File: config.mk
export PLATFORM = sky130hd
export DESIGN_NAME = taylor_sine_series
export DESIGN_NICKNAME = d
export VERILOG_FILES = /design/src/rtl/tss_pkg.sv /design/src/rtl/tss_core.sv /design/src/rtl/taylor_sine_series.sv
export SDC_FILE = /design/constraint.sdc
export NUM_CORES = 2
export LEC_CHECK = 0
export BUFFER_PORTS_ARGS = -buffer_cell sky130_fd_sc_hd__buf_2
export CORE_MARGIN = 8
export CORE_UTILIZATION = 60
export CTS_CLUSTER_DIAMETER = 120
export DETAILED_ROUTE_END_ITERATION = 7
export PLACE_DENSITY = 0.76
export SKIP_CTS_REPAIR_TIMING = 1
export SLEW_MARGIN = 20
export SYNTH_ARGS = -nofsm -noshare
export SYNTH_HDL_FRONTEND = slang
export SYNTH_SLANG_ARGS = --single-unit
export TNS_END_PERCENT = 20
File: constraint.sdc
create_clock -name clock -period 17.85 [get_ports clock]
set_input_delay 0.8925 -clock clock [delete_from_list [all_inputs] [get_ports clock]]
set_output_delay 0.8925 -clock clock [all_outputs]
set_load 0.05 [all_outputs]
File: src/rtl/tss_pkg.sv
// ----------------------------------------------------------------------------
// Taylor sine series package
// Widths, defaults and the result record shared by the core and the top level.
// ----------------------------------------------------------------------------
package tss_pkg;

   // Port field widths.
   localparam int ANGLE_W = 16;
   localparam int ORDER_W = 5;
   localparam int VALUE_W = 32;

   // Default highest order of the series.
   localparam int MAX_ORDER_DEF = 23;

   // Fraction bits of the angle; also the shift from Q.32 to Q.20.
   localparam int FRAC_IN = 12;

   // Term magnitude in Q.32. The largest term is 8^8/8! < 2^9, so 41 bits hold it.
   localparam int PW     = 41;
   localparam int P_LO_W = 21;
   localparam int P_HI_W = PW - P_LO_W;

   // Angle magnitude, up to 2^15.
   localparam int MAG_W = ANGLE_W;

   // Multiplier result and full product of one term step.
   localparam int MUL_W = P_LO_W + MAG_W;
   localparam int NW    = PW + MAG_W;

   // Divider dividend, padded to a whole number of digit steps.
   localparam int DIV_BITS   = 8;
   localparam int QW         = 48;
   localparam int DIV_CYCLES = QW / DIV_BITS;
   localparam int DCW        = $clog2(DIV_CYCLES);

   // Signed accumulator; every partial sum stays below e^8 * 2^32 < 2^44.
   localparam int ACC_W = 46;

   // Rounded magnitude in Q.20 before clamping.
   localparam int R_W = ACC_W - FRAC_IN + 1;

   // Result record offered by the core.
   typedef struct packed {
      logic               valid;
      logic [VALUE_W-1:0] value;
      logic               saturated;
   } tss_result_type;

endpackage

File: src/rtl/tss_core.sv
// ----------------------------------------------------------------------------
// Taylor sine series core
// Sequencer around one shared multiplier and one digit-serial divider that
// builds the terms x^k/k! one after another and sums the odd ones.
// ----------------------------------------------------------------------------
module tss_core #(
   parameter int MAX_ORDER = tss_pkg::MAX_ORDER_DEF
) (
   input  logic                             clock,
   input  logic                             reset,
   input  logic                             start,
   output logic                             idle,
   input  logic signed [tss_pkg::ANGLE_W-1:0] angle,
   input  logic [tss_pkg::ORDER_W-1:0]      max_order,
   output tss_pkg::tss_result_type          res,
   input  logic                             res_ready
);
   import tss_pkg::*;

   localparam int KW = (MAX_ORDER > 1) ? $clog2(MAX_ORDER + 1) : 1;
   localparam int CW = (KW > ORDER_W) ? KW : ORDER_W;

   typedef enum logic [2:0] {
      S_IDLE,
      S_MUL_LO,
      S_MUL_HI,
      S_SUM,
      S_DIV,
      S_ACC,
      S_FIN1,
      S_FIN2
   } state_type;

   state_type             state_ff;
   logic [KW-1:0]         k_ff;
   logic [KW-1:0]         order_ff;
   logic [MAG_W-1:0]      mag_ff;
   logic                  neg_ff;
   logic [PW-1:0]         p_ff;
   logic signed [ACC_W-1:0] acc_ff;
   logic [MUL_W-1:0]      prodlo_ff;
   logic [MUL_W-1:0]      prodhi_ff;
   logic [QW-1:0]         dq_ff;
   logic [KW-1:0]         rem_ff;
   logic [DCW-1:0]        dcnt_ff;
   logic [R_W-1:0]        r_ff;
   logic                  rneg_ff;

   logic [CW-1:0]         ord_ext;
   logic [KW-1:0]         ord_clamped;
   logic [MAG_W-1:0]      mag_in;
   logic [P_LO_W-1:0]     mul_a;
   logic [MUL_W-1:0]      mul_out;
   logic [NW-1:0]         sum_n;
   logic [QW-1:0]         div_dq_in;
   logic [KW-1:0]         div_rem_in;
   logic [KW:0]           trial;
   logic [KW:0]           k_ext;
   logic [ACC_W-1:0]      mag_acc;
   logic [ACC_W:0]        round_sum;
   logic                  acc_neg;
   logic [VALUE_W-1:0]    fin_value;
   logic                  fin_sat;

   // Clamp the requested order and take the angle magnitude.
   assign ord_ext     = CW'(max_order);
   assign ord_clamped = (ord_ext > CW'(MAX_ORDER)) ? KW'(MAX_ORDER) : KW'(ord_ext);
   assign mag_in      = angle[ANGLE_W-1] ? (MAG_W'(0) - MAG_W'(angle)) : MAG_W'(angle);

   // Shared multiplier: low half of the term, then the high half.
   assign mul_a   = (state_ff == S_MUL_LO) ? p_ff[P_LO_W-1:0]
                                           : P_LO_W'(p_ff[PW-1:P_LO_W]);
   assign mul_out = MUL_W'(mul_a) * MUL_W'(mag_ff);

   // Full product plus the rounding offset 2048*k, before the shift by 12.
   assign sum_n = {prodhi_ff[NW-P_LO_W-1:0], {P_LO_W{1'b0}}}
                + NW'(prodlo_ff)
                + NW'({k_ff, {(FRAC_IN-1){1'b0}}});

   // Divider by k: several restoring digit steps per cycle on a narrow remainder.
   always_comb begin
      div_dq_in  = dq_ff;
      div_rem_in = rem_ff;
      trial      = '0;
      for (int i = 0; i < DIV_BITS; i++) begin
         trial     = {div_rem_in, div_dq_in[QW-1]};
         div_dq_in = {div_dq_in[QW-2:0], 1'b0};
         if (trial >= {1'b0, k_ff}) begin
            trial        = trial - {1'b0, k_ff};
            div_dq_in[0] = 1'b1;
         end
         div_rem_in = trial[KW-1:0];
      end
   end

   // Odd term k is subtracted when bit 1 of k is set (k = 3, 7, 11, ...).
   assign k_ext = {1'b0, k_ff};

   // Final rounding of the accumulator magnitude to Q.20.
   assign acc_neg   = acc_ff[ACC_W-1];
   assign mag_acc   = acc_neg ? (ACC_W'(0) - ACC_W'(acc_ff)) : ACC_W'(acc_ff);
   assign round_sum = (ACC_W+1)'(mag_acc) + (ACC_W+1)'(1 << (FRAC_IN - 1));

   // Sign and clamp to the 32-bit output range.
   always_comb begin
      fin_sat   = 1'b0;
      fin_value = r_ff[VALUE_W-1:0];
      if (rneg_ff) begin
         if (r_ff > (R_W'(1) << (VALUE_W - 1))) begin
            fin_sat   = 1'b1;
            fin_value = {1'b1, {(VALUE_W-1){1'b0}}};
         end else begin
            fin_value = VALUE_W'(0) - r_ff[VALUE_W-1:0];
         end
      end else if (r_ff > R_W'({1'b0, {(VALUE_W-1){1'b1}}})) begin
         fin_sat   = 1'b1;
         fin_value = {1'b0, {(VALUE_W-1){1'b1}}};
      end
   end

   assign idle          = (state_ff == S_IDLE);
   assign res.valid     = (state_ff == S_FIN2);
   assign res.value     = fin_value;
   assign res.saturated = fin_sat;

   // Sequencer and datapath registers.
   always_ff @(posedge clock) begin
      if (reset) begin
         state_ff <= S_IDLE;
      end else begin
         case (state_ff)
            S_IDLE: begin
               if (start) begin
                  k_ff     <= KW'(1);
                  order_ff <= ord_clamped;
                  mag_ff   <= mag_in;
                  neg_ff   <= angle[ANGLE_W-1];
                  p_ff     <= PW'(64'h1_0000_0000);
                  acc_ff   <= '0;
                  state_ff <= (ord_clamped == '0) ? S_FIN1 : S_MUL_LO;
               end
            end
            S_MUL_LO: begin
               prodlo_ff <= mul_out;
               state_ff  <= S_MUL_HI;
            end
            S_MUL_HI: begin
               prodhi_ff <= mul_out;
               state_ff  <= S_SUM;
            end
            S_SUM: begin
               dq_ff    <= QW'(sum_n[NW-1:FRAC_IN]);
               rem_ff   <= '0;
               dcnt_ff  <= '0;
               state_ff <= S_DIV;
            end
            S_DIV: begin
               dq_ff   <= div_dq_in;
               rem_ff  <= div_rem_in;
               dcnt_ff <= dcnt_ff + DCW'(1);
               if (dcnt_ff == DCW'(DIV_CYCLES - 1)) begin
                  state_ff <= S_ACC;
               end
            end
            S_ACC: begin
               p_ff <= dq_ff[PW-1:0];
               if (k_ff[0]) begin
                  if (k_ext[1]) begin
                     acc_ff <= acc_ff - ACC_W'(dq_ff[PW-1:0]);
                  end else begin
                     acc_ff <= acc_ff + ACC_W'(dq_ff[PW-1:0]);
                  end
               end
               if (k_ff == order_ff) begin
                  state_ff <= S_FIN1;
               end else begin
                  k_ff     <= k_ff + KW'(1);
                  state_ff <= S_MUL_LO;
               end
            end
            S_FIN1: begin
               r_ff     <= round_sum[ACC_W:FRAC_IN];
               rneg_ff  <= (acc_ff != '0) && (acc_neg != neg_ff);
               state_ff <= S_FIN2;
            end
            S_FIN2: begin
               if (res_ready) begin
                  state_ff <= S_IDLE;
               end
            end
            default: begin
               state_ff <= S_IDLE;
            end
         endcase
      end
   end

`ifndef SYNTHESIS
   // The term counter never runs past the clamped order.
   assert property (@(posedge clock) disable iff (reset)
      (state_ff != S_IDLE && order_ff != '0) |-> (k_ff <= order_ff))
      else $error("term counter passed the order");

   // Every term fits the term register once the division is done.
   assert property (@(posedge clock) disable iff (reset)
      (state_ff == S_ACC) |-> (dq_ff[QW-1:PW] == '0))
      else $error("term overflowed its width");

   // The divider remainder stays below the divisor.
   assert property (@(posedge clock) disable iff (reset)
      (state_ff == S_ACC) |-> (rem_ff < k_ff))
      else $error("divider remainder not reduced");
`endif

endmodule

File: src/rtl/taylor_sine_series.sv
// Each request computes the terms up to order n = min(max_order, MAX_ORDER).
// One request is worked on at a time; each term takes two passes through the one
// multiplier, an add, a division by k in digit steps of eight quotient bits and an accumulate.
// The block is busy from request to hand-off; the output register can hold a result meanwhile.
// Reset is synchronous and active high; it idles the sequencer and empties the output.
// ----------------------------------------------------------------------------
// Taylor sine series
// Truncated Taylor sum of sin(x) for a Q3.12 angle, rounded and saturated to Q11.20.
// ----------------------------------------------------------------------------
module taylor_sine_series #(
   parameter int MAX_ORDER = tss_pkg::MAX_ORDER_DEF
) (
   input  logic                               clock,
   input  logic                               reset,
   input  logic                               req_valid,
   output logic                               req_ready,
   input  logic signed [tss_pkg::ANGLE_W-1:0] req_angle,
   input  logic [tss_pkg::ORDER_W-1:0]        req_max_order,
   output logic                               rsp_valid,
   input  logic                               rsp_ready,
   output logic signed [tss_pkg::VALUE_W-1:0] rsp_sine_value,
   output logic                               rsp_saturated
);
   import tss_pkg::*;

   tss_result_type     core_res;
   logic               core_idle;
   logic               core_res_ready;
   logic               rsp_valid_ff;
   logic [VALUE_W-1:0] rsp_value_ff;
   logic               rsp_sat_ff;

   // Compute core.
   tss_core #(
      .MAX_ORDER (MAX_ORDER)
   ) u_core (
      .clock     (clock),
      .reset     (reset),
      .start     (req_valid),
      .idle      (core_idle),
      .angle     (req_angle),
      .max_order (req_max_order),
      .res       (core_res),
      .res_ready (core_res_ready)
   );

   assign req_ready      = core_idle;
   assign core_res_ready = !rsp_valid_ff || rsp_ready;

   // Output register: loads a result beat whenever it is empty or being drained.
   always_ff @(posedge clock) begin
      if (reset) begin
         rsp_valid_ff <= 1'b0;
      end else if (core_res_ready) begin
         rsp_valid_ff <= core_res.valid;
         if (core_res.valid) begin
            rsp_value_ff <= core_res.value;
            rsp_sat_ff   <= core_res.saturated;
         end
      end
   end

   assign rsp_valid      = rsp_valid_ff;
   assign rsp_sine_value = rsp_value_ff;
   assign rsp_saturated  = rsp_sat_ff;

`ifndef SYNTHESIS
   // A saturated result sits at one of the two range limits.
   assert property (@(posedge clock) disable iff (reset)
      (rsp_valid_ff && rsp_sat_ff) |->
         (rsp_value_ff == {1'b1, {(VALUE_W-1){1'b0}}} ||
          rsp_value_ff == {1'b0, {(VALUE_W-1){1'b1}}}))
      else $error("saturated result not at a range limit");

   // After a request beat the block stays busy for at least the next cycle.
   assert property (@(posedge clock) disable iff (reset)
      (req_valid && req_ready) |=> !req_ready)
      else $error("ready after a request beat");

   // The output only fills from a result the core offered.
   assert property (@(posedge clock) disable iff (reset)
      $rose(rsp_valid_ff) |-> $past(core_res.valid))
      else $error("response without a core result");
`endif

endmodule
## After elaboration in Yosys (flattened, before gate mapping)

Cells that the tools add are included.

- Logic and storage cells: 126
- Input bits: 25
- Output and inout bits: 35
- Register bits: 316

- Bitwise gates (word level): 1
- Equal/unequal tests: 15
- Add/subtract/negate cells: 18
- Reduce and logical (&&, ||, !) cells: 18
- Mux-type cells: 44
- Multiply operators: 1
- Magnitude comparators: 11

Operators with widths:

| kind | number |
|---|---|
| 46-bit two-way mux | 4 |
| 32-bit two-way mux | 3 |
| 48-bit one-hot mux with 2 select lines | 1 |
| 46-bit one-hot mux with 2 select lines | 1 |
| 41-bit one-hot mux with 2 select lines | 1 |
| 57-bit by 16-bit adder with 57-bit output | 1 |
| 57-bit by 37-bit adder with 57-bit output | 1 |
| 5-bit two-way mux | 11 |
| 6-bit by 5-bit >= comparator with 1-bit output | 8 |
| 46-bit by 12-bit adder with 47-bit output (second input constant) | 1 |
| 46-bit by 41-bit adder with 46-bit output | 1 |
| 46-bit nonzero test | 1 |
| 1-bit by 46-bit subtractor with 46-bit output (first input constant) | 1 |
| 46-bit by 41-bit subtractor with 46-bit output | 1 |
| 41-bit two-way mux | 1 |
| 5-bit subtractor | 8 |
| 21-bit by 16-bit multiplier with 37-bit output | 1 |
| 35-bit by 31-bit > comparator with 1-bit output (second input constant) | 1 |
| 35-bit by 32-bit > comparator with 1-bit output (second input constant) | 1 |
| 1-bit by 32-bit subtractor with 32-bit output (first input constant) | 1 |
| 3-bit one-hot mux with 8 select lines | 1 |
| 21-bit two-way mux | 1 |
| 5-bit one-hot mux with 2 select lines | 2 |
| 1-bit by 16-bit subtractor with 16-bit output (first input constant) | 1 |
| 24 further kinds | 54 |

## Depth between registers and ports, before layout

- Word-level depth: 17
- Mapped depth: 69
- Mapped depth without buffers: 68

## Cells and area by module

A second synthesis with hierarchy kept.

- Cells, all modules: 3,313
- Area total of the unflattened synthesis: 31,356.3 µm²

By module, submodules not included:

| module | seq. area each (µm²) | cells each | area an instance (µm²) | times used |
|---|---|---|---|---|
| tss_core | 8,107.8 | 3,275 | 30,310.3 | 1 |
| taylor_sine_series | 1,011.0 | 38 | 1,046.0 | 1 |

## Worst setup path before layout

No wires, ideal clock.

- Path type: reg-to-reg
- From: register u_core.k_ff[1]
- To: register u_core.rem_ff[1] (data pin)
- Period minus slack after synthesis: 13.992 ns
- Data required time: 17.584 ns
- Data arrival time: 13.726 ns
- Cell stages (with the launch flop): 65
- Path buffers: 1
- Library setup time: 0.266 ns
- Setup slack: 3.858 ns
- Cell sequence: edfxtp_1 > clkbuf_1 > inv_1 > fa_1 > a211o_1 > and2_1 > nor2_1 > mux2_2 > ha_1 > and3_1 > a31oi_1 > o31ai_1 > nor2_1 > mux2i_1 > ha_1 > nor2b_1 > o21a_1 > o32ai_1 > (+29 left out) > nor2b_1 > o21ai_0 > nand2b_1 > a41oi_1 > nor2b_1 > nor2_1 > nand3_1 > mux2i_1 > fa_1 > a21o_1 > a21oi_1 > nand2_1 > a21oi_1 > inv_1 > a311oi_1 > nor2_2 > mux2i_1 > nor2_1

- Word-level cells in the longest chain between the ends: 17
- Elaborated cells on any way between the ends: 25
- Those cells by class: add/sub: 8; order compare: 8; mux: 9

Ends and longest elaborated chain:

| item | RTL line | RTL |
|---|---|---|
| start: declaration | tss_core.sv:35 | `logic [KW-1:0] k_ff;` |
| start signal: assignment | tss_core.sv:177 | `k_ff <= k_ff + KW'(1);` |
| 5-bit subtractor / 6-bit by 5-bit >= comparator with 1-bit output (equally long branches) | tss_core.sv:89, tss_core.sv:88 |  |
| 5-bit two-way mux | tss_core.sv:88 | `if (trial >= {1'b0, k_ff}) begin` |
| 5-bit subtractor / 6-bit by 5-bit >= comparator with 1-bit output (equally long branches) | tss_core.sv:89, tss_core.sv:88 |  |
| 5-bit two-way mux | tss_core.sv:88 |  |
| 5-bit subtractor / 6-bit by 5-bit >= comparator with 1-bit output (equally long branches) | tss_core.sv:89, tss_core.sv:88 |  |
| 5-bit two-way mux | tss_core.sv:88 |  |
| 5-bit subtractor / 6-bit by 5-bit >= comparator with 1-bit output (equally long branches) | tss_core.sv:89, tss_core.sv:88 |  |
| 5-bit two-way mux | tss_core.sv:88 |  |
| 6-bit by 5-bit >= comparator with 1-bit output / 5-bit subtractor (equally long branches) | tss_core.sv:88, tss_core.sv:89 |  |
| 5-bit two-way mux | tss_core.sv:88 |  |
| 5-bit subtractor / 6-bit by 5-bit >= comparator with 1-bit output (equally long branches) | tss_core.sv:89, tss_core.sv:88 |  |
| 5-bit two-way mux | tss_core.sv:88 |  |
| 6-bit by 5-bit >= comparator with 1-bit output / 5-bit subtractor (equally long branches) | tss_core.sv:88, tss_core.sv:89 |  |
| 5-bit two-way mux | tss_core.sv:88 |  |
| 5-bit subtractor / 6-bit by 5-bit >= comparator with 1-bit output (equally long branches) | tss_core.sv:89, tss_core.sv:88 |  |
| 5-bit two-way mux * | tss_core.sv:88 |  |
| 5-bit one-hot mux with 2 select lines * | tss_core.sv:131 | `case (state_ff)` |
| end signal: assignment | tss_core.sv:159 | `rem_ff <= div_rem_in;` |
| end: declaration | tss_core.sv:44 | `logic [KW-1:0] rem_ff;` |

Every way passes the cells marked *; elsewhere a longest branch is shown, timed or not.
A chain may end at the register's enable or synchronous reset.

## Worst setup path in the final report

- From: register u_core.k_ff[2]
- To: register u_core.rem_ff[3] (data pin)

- Word-level cells in the longest chain between the ends: 17
- Elaborated cells on any way between the ends: 25
- Those cells by class: add/sub: 8; order compare: 8; mux: 9

Ends and longest elaborated chain:

| item | RTL line |
|---|---|
| 5-bit subtractor / 6-bit by 5-bit >= comparator with 1-bit output (equally long branches) | tss_core.sv:89, tss_core.sv:88 |
| 5-bit two-way mux | tss_core.sv:88 |
| 5-bit subtractor / 6-bit by 5-bit >= comparator with 1-bit output (equally long branches) | tss_core.sv:89, tss_core.sv:88 |
| 5-bit two-way mux | tss_core.sv:88 |
| 5-bit subtractor / 6-bit by 5-bit >= comparator with 1-bit output (equally long branches) | tss_core.sv:89, tss_core.sv:88 |
| 5-bit two-way mux | tss_core.sv:88 |
| 6-bit by 5-bit >= comparator with 1-bit output / 5-bit subtractor (equally long branches) | tss_core.sv:88, tss_core.sv:89 |
| 5-bit two-way mux | tss_core.sv:88 |
| 5-bit subtractor / 6-bit by 5-bit >= comparator with 1-bit output (equally long branches) | tss_core.sv:89, tss_core.sv:88 |
| 5-bit two-way mux | tss_core.sv:88 |
| 5-bit subtractor / 6-bit by 5-bit >= comparator with 1-bit output (equally long branches) | tss_core.sv:89, tss_core.sv:88 |
| 5-bit two-way mux | tss_core.sv:88 |
| 6-bit by 5-bit >= comparator with 1-bit output / 5-bit subtractor (equally long branches) | tss_core.sv:88, tss_core.sv:89 |
| 5-bit two-way mux | tss_core.sv:88 |
| 5-bit subtractor / 6-bit by 5-bit >= comparator with 1-bit output (equally long branches) | tss_core.sv:89, tss_core.sv:88 |
| 5-bit two-way mux * | tss_core.sv:88 |
| 5-bit one-hot mux with 2 select lines * | tss_core.sv:131 |

Marks and branches as above.

==> impl_metrics.tcl <==
set metrics [dict create \
    status "finished clean" \
    io_pins 60 \
    maxCapViolations 0 \
    postLayoutCellArea_sq_mm 0.0326 \
    dp_hpwl_um 59900 \
    first_pass_iters 6 \
    crit_top_cell "o21ai_0" \
    fmax_mhz 61.1 \
    layout-drive-gt1-share_pct 6.63 \
    die_w_um 242 \
    clk_latency_ps 560 \
    syn_nets 3713 \
    wire_per_inst_um 20.6 \
    clock_path_buffers 3 \
    wl_um 80000 \
    setup_viol 0 \
    min_period_ps 16360 \
    cts-root-buf "clkbuf_16" \
    hold_class "in2reg" \
    regArea_sq_mm 0.00912 \
    avgSynthCellArea_sq_um 9.57 \
    crit_path_end_kind "flip-flop" \
    critPathLaunchType "flip-flop" \
    die_area_sq_mm 0.0584 \
    cts_tree "yes" \
    portBuffers 59 \
    grt_pass1_wl_um 129000 \
    grt_max_degree 59 \
    slew_violations 0 \
    routabilityCongestion 0.932 \
    finalSetupTns_ps 0 \
    cp_slowest_cell "o21ai_0" \
    yosysWarningCount 0 \
    cts_buffers 35 \
    ys_seq_elements 305 \
    min_period_over_period_pct 91.6 \
    core.rowCount 82 \
    worst_slack_ps 1490 \
    grt_antenna_before_repair 0 \
    worst-slew-pin-transition_ps 1060 \
    first_global_vias 24600 \
    numClockSinks 305 \
    placed_cell_area_sq_mm 0.0315 \
    core_sq_mm 0.0503 \
    areaGrowthSynthToFinish_pct 6.63 \
    synth_edf_count 301 \
    clk_pin_slew_ps 60 \
    synth-main-ff-cell "edfxtp_1" \
    preCtsSetupSlack_ps 1550 \
    timing_hold_violations_final 0 \
    diodes 0 \
    critical_path_arrival_ps 16640 \
    initial_utilization_pct 60.8 \
    vias 23700 \
    hold_path_depth 1 \
    die_y_um 242 \
    grt_usage_pct 27.2 \
    synth-async-reset-ratio_pct 0 \
    multi_input_area_sq_mm 0.0196 \
    ys_types 80 \
    route.detailed.drc 0 \
    gr-total-overflow 0 \
    ant_nets 0 \
    reg2reg_depth 62 \
    drt-vias-per-instance 6.10 \
    finish.net_count 3705 \
    critPathMaxFanout 9 \
    rsz0062_at_grt "no" \
    htreeDepth 2 \
    cp.required_ps 18130 \
    seq_area_frac_synth_pct 29.8 \
    slew_headroom_pct 29.6 \
    drt_iter0_drc 1817 \
    critPathMaxStageDelay_ps 610 \
    finClkSkew_ps 24.5 \
    postSynthCellCount 3192 \
    path_class "reg2reg" \
    syn_area_sq_mm 0.0306 \
    nFillCells 4075 \
]
==> placed cells by master, fill, tap and decap left out, drive strengths merged, types with 38 or more instances in the layout <==
cell	instances
xnor2	175
and2	135
a21oi	151
nor3	64
nor2	198
nand2	392
ha	222
buf	84
fa	274
inv	374
or3	38
clkbuf	44
a21o	55
o21ai	134
edfxtp	301
xor2	73
==> synth_stat cells (21+ instances only) <==
cell type / count / area [sq um]
nand4_1: 23 / 144
mux2_2: 31 / 349
xnor2_1: 175 / 1530
o311ai_0: 29 / 254
a21o_1: 55 / 413
nand3_1: 34 / 170
clkbuf_1: 119 / 447
o21a_1: 21 / 158
a21oi_1: 150 / 751
nor2b_1: 36 / 225
and3_1: 36 / 225
nor3_1: 62 / 310
o21ai_0: 133 / 666
and2_1: 135 / 845
inv_1: 372 / 1400
xor2_1: 73 / 639
nand2_1: 392 / 1470
ha_1: 222 / 2780
fa_1: 274 / 5490
or3_1: 28 / 175
nand2b_1: 33 / 206
nor2_1: 197 / 739
edfxtp_1: 301 / 9040
==> flip-flops by register name (all words and copies together) (netlist names) <==
| signal | cells |
|---|---|
| u_core.k_ff | 5 |
| u_core.rem_ff | 5 |
| u_core.prodlo_ff | 26 |
| rsp_saturated | 1 |
| u_core.prodhi_ff | 36 |
| u_core.mag_ff | 16 |
| u_core.order_ff | 5 |
| rsp_valid | 1 |
| u_core.neg_ff | 1 |
| u_core.state_ff | 3 |
| u_core.r_ff | 35 |
| rsp_sine_value | 32 |
| u_core.rneg_ff | 1 |
| u_core.acc_ff | 46 |
| u_core.p_ff | 41 |
| u_core.dq_ff | 48 |
| u_core.dcnt_ff | 3 |
==> critical path: cells and delay by family (launching register included) <==
kind / cells / cell delay [ps]
fa+ha+maj: 8 / 2860
buf+inv: 4 / 600
simple gates: 16 / 2550
flops: 1 / 500
mux: 7 / 2240
compound gates: 27 / 7260
==> cell type report <==
cell class	count	share of cell area (%)
sequential	305	28.0
multi-input combinational	2386	60.2
inverter	372	4.28
tap	672	2.58
clock buffer	44	2.79
clock inverter	20	0.660
timing repair buffer	84	1.48
==> final timing paths <==
check                                  startpoint                              end  slack [ps]
setup / recovery     u_core.k_ff[2]$_SDFFCE_PN0P_   u_core.rem_ff[3]$_SDFFCE_PN0P_        1490
hold / removal                       req_angle[0]       u_core.mag_ff[0]$_DFFE_PP_         560
setup reg to reg     u_core.k_ff[2]$_SDFFCE_PN0P_   u_core.rem_ff[3]$_SDFFCE_PN0P_        1490
hold reg to reg   u_core.dcnt_ff[0]$_SDFFCE_PN0P_  u_core.dcnt_ff[0]$_SDFFCE_PN0P_         610
==> stage by stage <==
step           cells  hold WS (ps)  util, %
3_5_place_dp    3819           605     62.6
5_1_grt         3883           538     64.8
2_1_floorplan   3192           514        -
6_report        3883           555     64.8
4_1_cts         3883           526     64.8
3_3_place_gp    3819           584     62.6
==> per-layer routing <==
layer | GRT usage [%] | part of all wire (%) | vias up
li1 | - | - | 10800
met1 | 31.8 | 37 | 11700
met2 | 48.4 | 50 | 963
met3 | 4.67 | 7.5 | 226
met4 | 12.6 | 4.8 | 0
met5 | 0 | 0 | -
==> cells by family after synthesis <==
family	Yosys count	share of synthesized area, %
simple gates	1046	16.6
compound gates	545	11.5
buf+inv	501	6.17
fa+ha+maj	496	27.0
flops	305	29.8
xor+xnor	248	7.11
mux	50	1.76
other cells	1	0.0123
Power is not shown: default switching activity piles up to over one toggle a cycle in this logic, so the estimate is an artifact.
